**config.mk**
```make
export PLATFORM = sky130hd
export DESIGN_NAME = timer_prescaler_reload_calc_unit
export DESIGN_NICKNAME = d
export VERILOG_FILES = /design/src/rtl/core/tprc_pkg.sv /design/src/rtl/core/tprc_div.sv /design/src/rtl/core/timer_prescaler_reload_calc_unit.sv
export SDC_FILE = /design/constraint.sdc
export NUM_CORES = 1
export LEC_CHECK = 0
export BUFFER_PORTS_ARGS = -buffer_cell sky130_fd_sc_hd__buf_2
export CAP_MARGIN = 15
export CORE_MARGIN = 5
export CORE_UTILIZATION = 35
export DETAILED_ROUTE_END_ITERATION = 8
export GPL_ROUTABILITY_DRIVEN = 1
export SLEW_MARGIN = 25
export SYNTH_ARGS = -nofsm -noshare
export SYNTH_HDL_FRONTEND = slang
export SYNTH_SLANG_ARGS = --single-unit
```
**constraint.sdc**
```tcl
create_clock -name clk -period 7.7 [get_ports clk]
set_input_delay 0.385 -clock clk [delete_from_list [all_inputs] [get_ports clk]]
set_output_delay 0.385 -clock clk [all_outputs]
set_load 0.05 [all_outputs]
```
**src/rtl/core/tprc_pkg.sv**
```systemverilog
// Shared types and constants for the timer prescaler and reload calculator.
// Used by tprc_div and timer_prescaler_reload_calc_unit; depends on nothing.
`default_nettype none
package tprc_pkg;

  localparam int unsigned DELAY_W     = 16;
  localparam int unsigned COUNT_W     = 30;
  localparam int unsigned DIVISOR_W   = 16;
  localparam int unsigned STEP_W      = $clog2(COUNT_W + 1);
  localparam int unsigned PRESCALER_W = 12;
  localparam int unsigned RELOAD_W    = 16;
  localparam int unsigned ODD_W       = 15;

  localparam logic [COUNT_W-1:0]     TICKS_PER_MS   = COUNT_W'(13560);
  localparam logic [DIVISOR_W-1:0]   RELOAD_LIMIT   = DIVISOR_W'(16'hFFFF);
  localparam logic [PRESCALER_W-1:0] PRESCALER_MAX  = PRESCALER_W'(12'hFFF);
  localparam logic [ODD_W-2:0]       PRESCALER_LAST = (ODD_W-1)'(12'hFFE);

  typedef enum logic [2:0] {
    ST_IDLE,
    ST_MUL,
    ST_Q1_START,
    ST_Q1_WAIT,
    ST_ADJ,
    ST_Q2_START,
    ST_Q2_WAIT,
    ST_DONE
  } state_t;

  typedef struct packed {
    logic busy;
    logic done;
  } div_stat_t;

endpackage
`default_nettype wire

```
**src/rtl/core/tprc_div.sv**
```systemverilog
// Iterative restoring divider, one quotient bit per cycle.
// Depends on tprc_pkg for widths and the status struct.
`default_nettype none
module tprc_div (
  input  wire logic                             clk,
  input  wire logic                             rst,
  input  wire logic                             start,
  input  wire logic [tprc_pkg::COUNT_W-1:0]     dividend,
  input  wire logic [tprc_pkg::DIVISOR_W-1:0]   divisor,
  output logic      [tprc_pkg::COUNT_W-1:0]     quotient,
  output tprc_pkg::div_stat_t                   stat
);

  logic [tprc_pkg::DIVISOR_W-1:0] rem;
  logic [tprc_pkg::DIVISOR_W-1:0] dsr;
  logic [tprc_pkg::COUNT_W-1:0]   quo;
  logic [tprc_pkg::STEP_W-1:0]    step;
  logic                           busy;
  logic                           done;
  logic [tprc_pkg::DIVISOR_W:0]   trial;
  logic [tprc_pkg::DIVISOR_W:0]   diff;
  logic                           ge;

  // The partial remainder stays below the divisor, so one extra bit covers the shift.
  always_comb begin
    trial = {rem, quo[tprc_pkg::COUNT_W-1]};
    diff  = trial - {1'b0, dsr};
    ge    = (trial >= {1'b0, dsr});
  end

  always_ff @(posedge clk) begin
    if (rst) begin
      busy <= 1'b0;
      done <= 1'b0;
    end else begin
      done <= 1'b0;
      if (start) begin
        busy <= 1'b1;
      end else if (busy && (step == tprc_pkg::STEP_W'(1))) begin
        busy <= 1'b0;
        done <= 1'b1;
      end
    end
  end

  always_ff @(posedge clk) begin
    if (start) begin
      rem  <= '0;
      quo  <= dividend;
      dsr  <= divisor;
      step <= tprc_pkg::STEP_W'(tprc_pkg::COUNT_W);
    end else if (busy) begin
      rem  <= ge ? diff[tprc_pkg::DIVISOR_W-1:0] : trial[tprc_pkg::DIVISOR_W-1:0];
      quo  <= {quo[tprc_pkg::COUNT_W-2:0], ge};
      step <= step - tprc_pkg::STEP_W'(1);
    end
  end

  assign quotient  = quo;
  assign stat.busy = busy;
  assign stat.done = done;

endmodule
`default_nettype wire

```
**src/rtl/core/timer_prescaler_reload_calc_unit.sv**
```systemverilog
// Timer prescaler and reload calculator; uses tprc_pkg and tprc_div.
// The sequencer forms the tick count, then makes two passes through the shared bit-serial divider
// before the result is loaded into the output register; saturated results skip the second pass,
// and a zero delay skips both passes.
// A new transaction is taken only once the sequencer is idle again; the next input is taken while a result waits.
// Reset (rst, synchronous, active high) empties the output register and idles the sequencer.
`default_nettype none
module timer_prescaler_reload_calc_unit (
  input  wire logic                                clk,
  input  wire logic                                rst,
  input  wire logic                                in_valid,
  output logic                                     in_stall,
  input  wire logic [tprc_pkg::DELAY_W-1:0]        delay_ms,
  output logic                                     out_valid,
  input  wire logic                                out_stall,
  output logic      [tprc_pkg::PRESCALER_W-1:0]    prescaler,
  output logic      [tprc_pkg::RELOAD_W-1:0]       reload,
  output logic                                     range_error
);

  // The sequencer works as follows. An accepted delay is multiplied by the tick rate
  // and one is taken off to form the tick count. The divider then finds
  // count / 65535; one more, rounded up to odd, is the smallest divisor that brings
  // the reload below 65535. A second divider pass gives count / divisor as the reload.
  // A zero delay skips both passes, and a divisor whose prescaler lies above 4094 skips
  // the second; in either case the result is saturated with the range error flag set.

  tprc_pkg::state_t state;
  tprc_pkg::state_t state_next;

  logic [tprc_pkg::DELAY_W-1:0]     delay;
  logic                             zero;
  logic [tprc_pkg::COUNT_W-1:0]     count;
  logic [tprc_pkg::ODD_W-1:0]       divsr;
  logic [tprc_pkg::PRESCALER_W-1:0] presc;
  logic                             err;

  logic                             div_start;
  logic [tprc_pkg::DIVISOR_W-1:0]   div_divisor;
  logic [tprc_pkg::COUNT_W-1:0]     div_quotient;
  tprc_pkg::div_stat_t              div_stat;

  logic                             accept;
  logic                             out_load;
  logic [tprc_pkg::ODD_W-1:0]       q1;
  logic [tprc_pkg::ODD_W-1:0]       odd_div;
  logic [tprc_pkg::ODD_W-2:0]       p_wide;

  // First quotient is at most 13560, so fifteen bits leave room for the odd round-up.
  always_comb begin
    q1      = div_quotient[tprc_pkg::ODD_W-1:0];
    odd_div = q1[0] ? (q1 + tprc_pkg::ODD_W'(2)) : (q1 + tprc_pkg::ODD_W'(1));
    p_wide  = odd_div[tprc_pkg::ODD_W-1:1];
  end

  // The divisor is the constant limit on the first pass and the odd divisor on the second.
  assign div_divisor = (state == tprc_pkg::ST_Q1_START) ? tprc_pkg::RELOAD_LIMIT
                                                       : tprc_pkg::DIVISOR_W'(divsr);

  tprc_div u_div (
    .clk      (clk),
    .rst      (rst),
    .start    (div_start),
    .dividend (count),
    .divisor  (div_divisor),
    .quotient (div_quotient),
    .stat     (div_stat)
  );

  // Next-state logic.
  always_comb begin
    state_next = state;
    unique case (state)
      tprc_pkg::ST_IDLE: begin
        if (in_valid) state_next = tprc_pkg::ST_MUL;
      end
      tprc_pkg::ST_MUL: begin
        state_next = zero ? tprc_pkg::ST_DONE : tprc_pkg::ST_Q1_START;
      end
      tprc_pkg::ST_Q1_START: state_next = tprc_pkg::ST_Q1_WAIT;
      tprc_pkg::ST_Q1_WAIT: begin
        if (div_stat.done) state_next = tprc_pkg::ST_ADJ;
      end
      tprc_pkg::ST_ADJ: begin
        state_next = (p_wide > tprc_pkg::PRESCALER_LAST) ? tprc_pkg::ST_DONE
                                                          : tprc_pkg::ST_Q2_START;
      end
      tprc_pkg::ST_Q2_START: state_next = tprc_pkg::ST_Q2_WAIT;
      tprc_pkg::ST_Q2_WAIT: begin
        if (div_stat.done) state_next = tprc_pkg::ST_DONE;
      end
      tprc_pkg::ST_DONE: begin
        if (!out_valid || !out_stall) state_next = tprc_pkg::ST_IDLE;
      end
      default: state_next = tprc_pkg::ST_IDLE;
    endcase
  end

  // Output decode of the sequencer.
  always_comb begin
    in_stall  = (state != tprc_pkg::ST_IDLE);
    div_start = (state == tprc_pkg::ST_Q1_START) || (state == tprc_pkg::ST_Q2_START);
    out_load  = (state == tprc_pkg::ST_DONE) && (!out_valid || !out_stall);
  end

  assign accept = in_valid && !in_stall;

  always_ff @(posedge clk) begin
    if (rst) begin
      state     <= tprc_pkg::ST_IDLE;
      out_valid <= 1'b0;
    end else begin
      state <= state_next;
      if (out_load) begin
        out_valid <= 1'b1;
      end else if (!out_stall) begin
        out_valid <= 1'b0;
      end
    end
  end

  // Datapath registers; they need no reset since the sequencer qualifies every use.
  always_ff @(posedge clk) begin
    if (accept) begin
      delay <= delay_ms;
      zero  <= (delay_ms == '0);
    end
    if (state == tprc_pkg::ST_MUL) begin
      count <= (tprc_pkg::COUNT_W'(delay) * tprc_pkg::TICKS_PER_MS)
               - tprc_pkg::COUNT_W'(1);
      err   <= zero;
    end
    if (state == tprc_pkg::ST_ADJ) begin
      divsr <= odd_div;
      presc <= p_wide[tprc_pkg::PRESCALER_W-1:0];
      err   <= (p_wide > tprc_pkg::PRESCALER_LAST);
    end
    if (out_load) begin
      prescaler   <= err ? tprc_pkg::PRESCALER_MAX : presc;
      reload      <= err ? tprc_pkg::RELOAD_LIMIT
                         : div_quotient[tprc_pkg::RELOAD_W-1:0];
      range_error <= err;
    end
  end

endmodule
`default_nettype wire
```
==> metrics <==
status=finished clean; HP Class=in -> reg; die width=192 microns; Post-DP Area=12400 sq um; Antenna diodes=0; Post-synth EDFFs=135; setup violators final=0; Root Buffer=clkbuf_16; crit path time final=6.40 ns; DR WL/cell=13.9 microns; num ports=51; Critical Path RT=7.86 ns; Die Y=192 microns; Port Buffer Count=50; CTS tree=done; Nets=1361; vias in the first global route=7823; Post-Syn Area=11600 sq um; drt total wl=22400 microns; setup TNS=0 ns; Post-Layout Cell Count=1607; share of layout cells above drive strength 1=13.0%; Avg Vias per Cell=4.67; largest net degree at the start of global routing=46; Total Routing Usage GR=12.8%; grt ovf=0; clk sinks=162; RePlAce Congestion=0.864; CTS max path bufs=2; CP delay by family, top=adder cells; Rel. slew slack=44.1%; first-pass GRT wire length=38300 microns; ys flop type=edfxtp_1; Finished Core Util=39.7%; # DRC=0; 1st-iter DRT viols=341; ANT nets after route=0; Fin. Hold Viols=0; Inserted Clock Buffers=17; Post-Synthesis Cells=1099; Hold Buf Count CTS=0; die area=36800 sq um; post_cts resized=0; register area share after synthesis=39.7%; syn nets=1308; critical path's slowest cell=edfxtp_1; FP Rows=66; max-cap viol count=0; clk_skew=0.0126 ns; post-route cell area=13000 sq um; setup bufs post-CTS=0; crit path max fanout=9; Starting Density=35.5%; Async SR Flop Fraction=0%; initial antenna violation count=0; H-tree Lvls=4; RSZ-0062 raised after global routing=no; CP cell instances=inv_1 -> ha_1 -> ha_1 -> inv_1 -> fa_1 -> inv_1 -> fa_1 -> inv_1 -> fa_1 -> inv_1 -> ha_1 -> a21boi_1 -> a2111oi_2 -> or3_1 -> xnor2_1 -> or4b_4 -> nor4_4 -> nand4_2 -> nor4_2 -> xnor2_1; Setup crit start kind=flip-flop; commonest non-fill, non-tap cells in the layout=171 x inv_1, 135 x edfxtp_1, 133 x nand2_1; critical path class=reg -> reg; DP HPWL=17600 microns; placed cells=1575; Synth warnings=0; post-synth cell types=64; vias post-DR=7507; nature of the critical path endpoint=flip-flop; most frequent standard cell in the layout excluding fill and tap cells=inv_1; CP bufs+invs=5; Clk Latency, worst-skew pair=0.42 ns; max incr delay on CP=0.62 ns; Worst Max-Slew Pin Slew=0.836 ns; Max Clock Freq=156 MHz; count of pins over their slew limit=0; Synth Register Bits=162; Avg Cell Area, Syn=10.5 sq um; Reg clk slew, reported paths=0.07 ns; core area=32600 sq um; first-pass detailed-route iteration total=5; area grow syn2layout=11.9%; CP arrival=6.57 ns; Most common cell on crit path=inv_1; fin crit share=83.2%
-- logic make-up (layout without fill, tap and decap cells) --
family | Yosys count | in the layout | share of synthesized area, %
buffers and inverters | 193 | 259 | 6.26
other | 1 | 1 | 0.0324
adder cells (fa/ha/maj) | 189 | 189 | 25.3
multiplexers | 16 | 16 | 1.41
AO/OA/AOI/OAI | 141 | 141 | 7.71
AND/OR/NAND/NOR | 317 | 317 | 13.5
XOR/XNOR | 80 | 80 | 6.17
flip-flops | 162 | 162 | 39.7
-- through the flow --
stage | setup WS [ns] | hold slack [ns]
floorplan | 2.01 | 0.450
CTS | 1.29 | 0.130
finish | 1.30 | 0.150
global placement | 1.34 | 0.468
detailed placement | 1.33 | 0.467
global route | 0.919 | 0.130
-- routing by layer --
layer / track usage (%) / routed length (microns) / vias up
met4: 2.79 / 156 / 0
met3: 2.42 / 770 / 8
li1: - / - / 3817
met2: 21.5 / 10600 / 99
met5: 0 / 0 / -
met1: 17.4 / 10900 / 3583
-- Yosys cell counts (2+ instances only) --
cell	number	area share (%)
nor2b_1	4	0.22
and4_1	2	0.15
nand2b_1	6	0.32
o311ai_0	2	0.15
and2_1	5	0.27
nand3_1	16	0.69
a21o_1	15	0.97
nor4b_1	2	0.15
nand2_1	133	4.3
o31ai_1	5	0.32
o21ai_0	32	1.4
edfxtp_1	135	35
and3_1	7	0.38
a221oi_1	2	0.15
o21ai_1	4	0.17
mux2_2	3	0.29
or2_2	48	2.6
o22ai_1	3	0.16
o21a_1	2	0.13
clkbuf_1	21	0.68
xor2_1	37	2.8
fa_1	75	13
mux2i_1	13	1.1
dfxtp_1	27	4.7
or3_1	2	0.11
a21boi_0	3	0.19
a311oi_1	3	0.23
o21bai_1	2	0.13
nor3_1	21	0.91
nand4_1	12	0.65
nor2_1	40	1.3
a21oi_1	42	1.8
nor4_1	11	0.59
inv_1	171	5.5
xnor2_1	42	3.2
ha_1	114	12
a211oi_1	8	0.52
a31oi_1	3	0.16
-- state kept, by name, summed over array words and instances (netlist names), 3 cells and up --
register        flops
count              27
delay              16
state               3
u_div.rem          16
presc              11
u_div.dsr          16
u_div.step          5
u_div.quotient     30
divsr               4
reload             16
prescaler          12
-- worst reg2reg max path, delay by kind of cell, from the launching register on --
| kind | cells | cell delay [ns] |
|---|---|---|
| simple gates | 5 | 1.57 |
| flops | 1 | 0.62 |
| buf+inv | 5 | 0.45 |
| compound gates | 2 | 0.50 |
| fa+ha+maj | 6 | 2.73 |
| xor+xnor | 2 | 0.29 |
-- path summary, 6_finish.rpt --
path            startpoint            end  slack [ns]  cells after the start
max reg2reg       delay[0]      count[29]        1.30                     20
max               delay[0]      count[29]        1.30                     20
min reg2reg  u_div.rem[15]  u_div.rem[15]        0.48                      1
min           delay_ms[10]      delay[10]        0.15                      1
-- cell type report --
cell class | instances | area, sq um
sequential | 162 | 4590
inverter | 171 | 642
clock inverter | 14 | 149
tap | 442 | 553
fill | 3202 | 19700
timing repair buffer | 56 | 295
clock buffer | 18 | 429
multi-input combinational | 744 | 6290
Power is not shown: default switching activity piles up to over one toggle a cycle in this logic, so the estimate is an artifact.
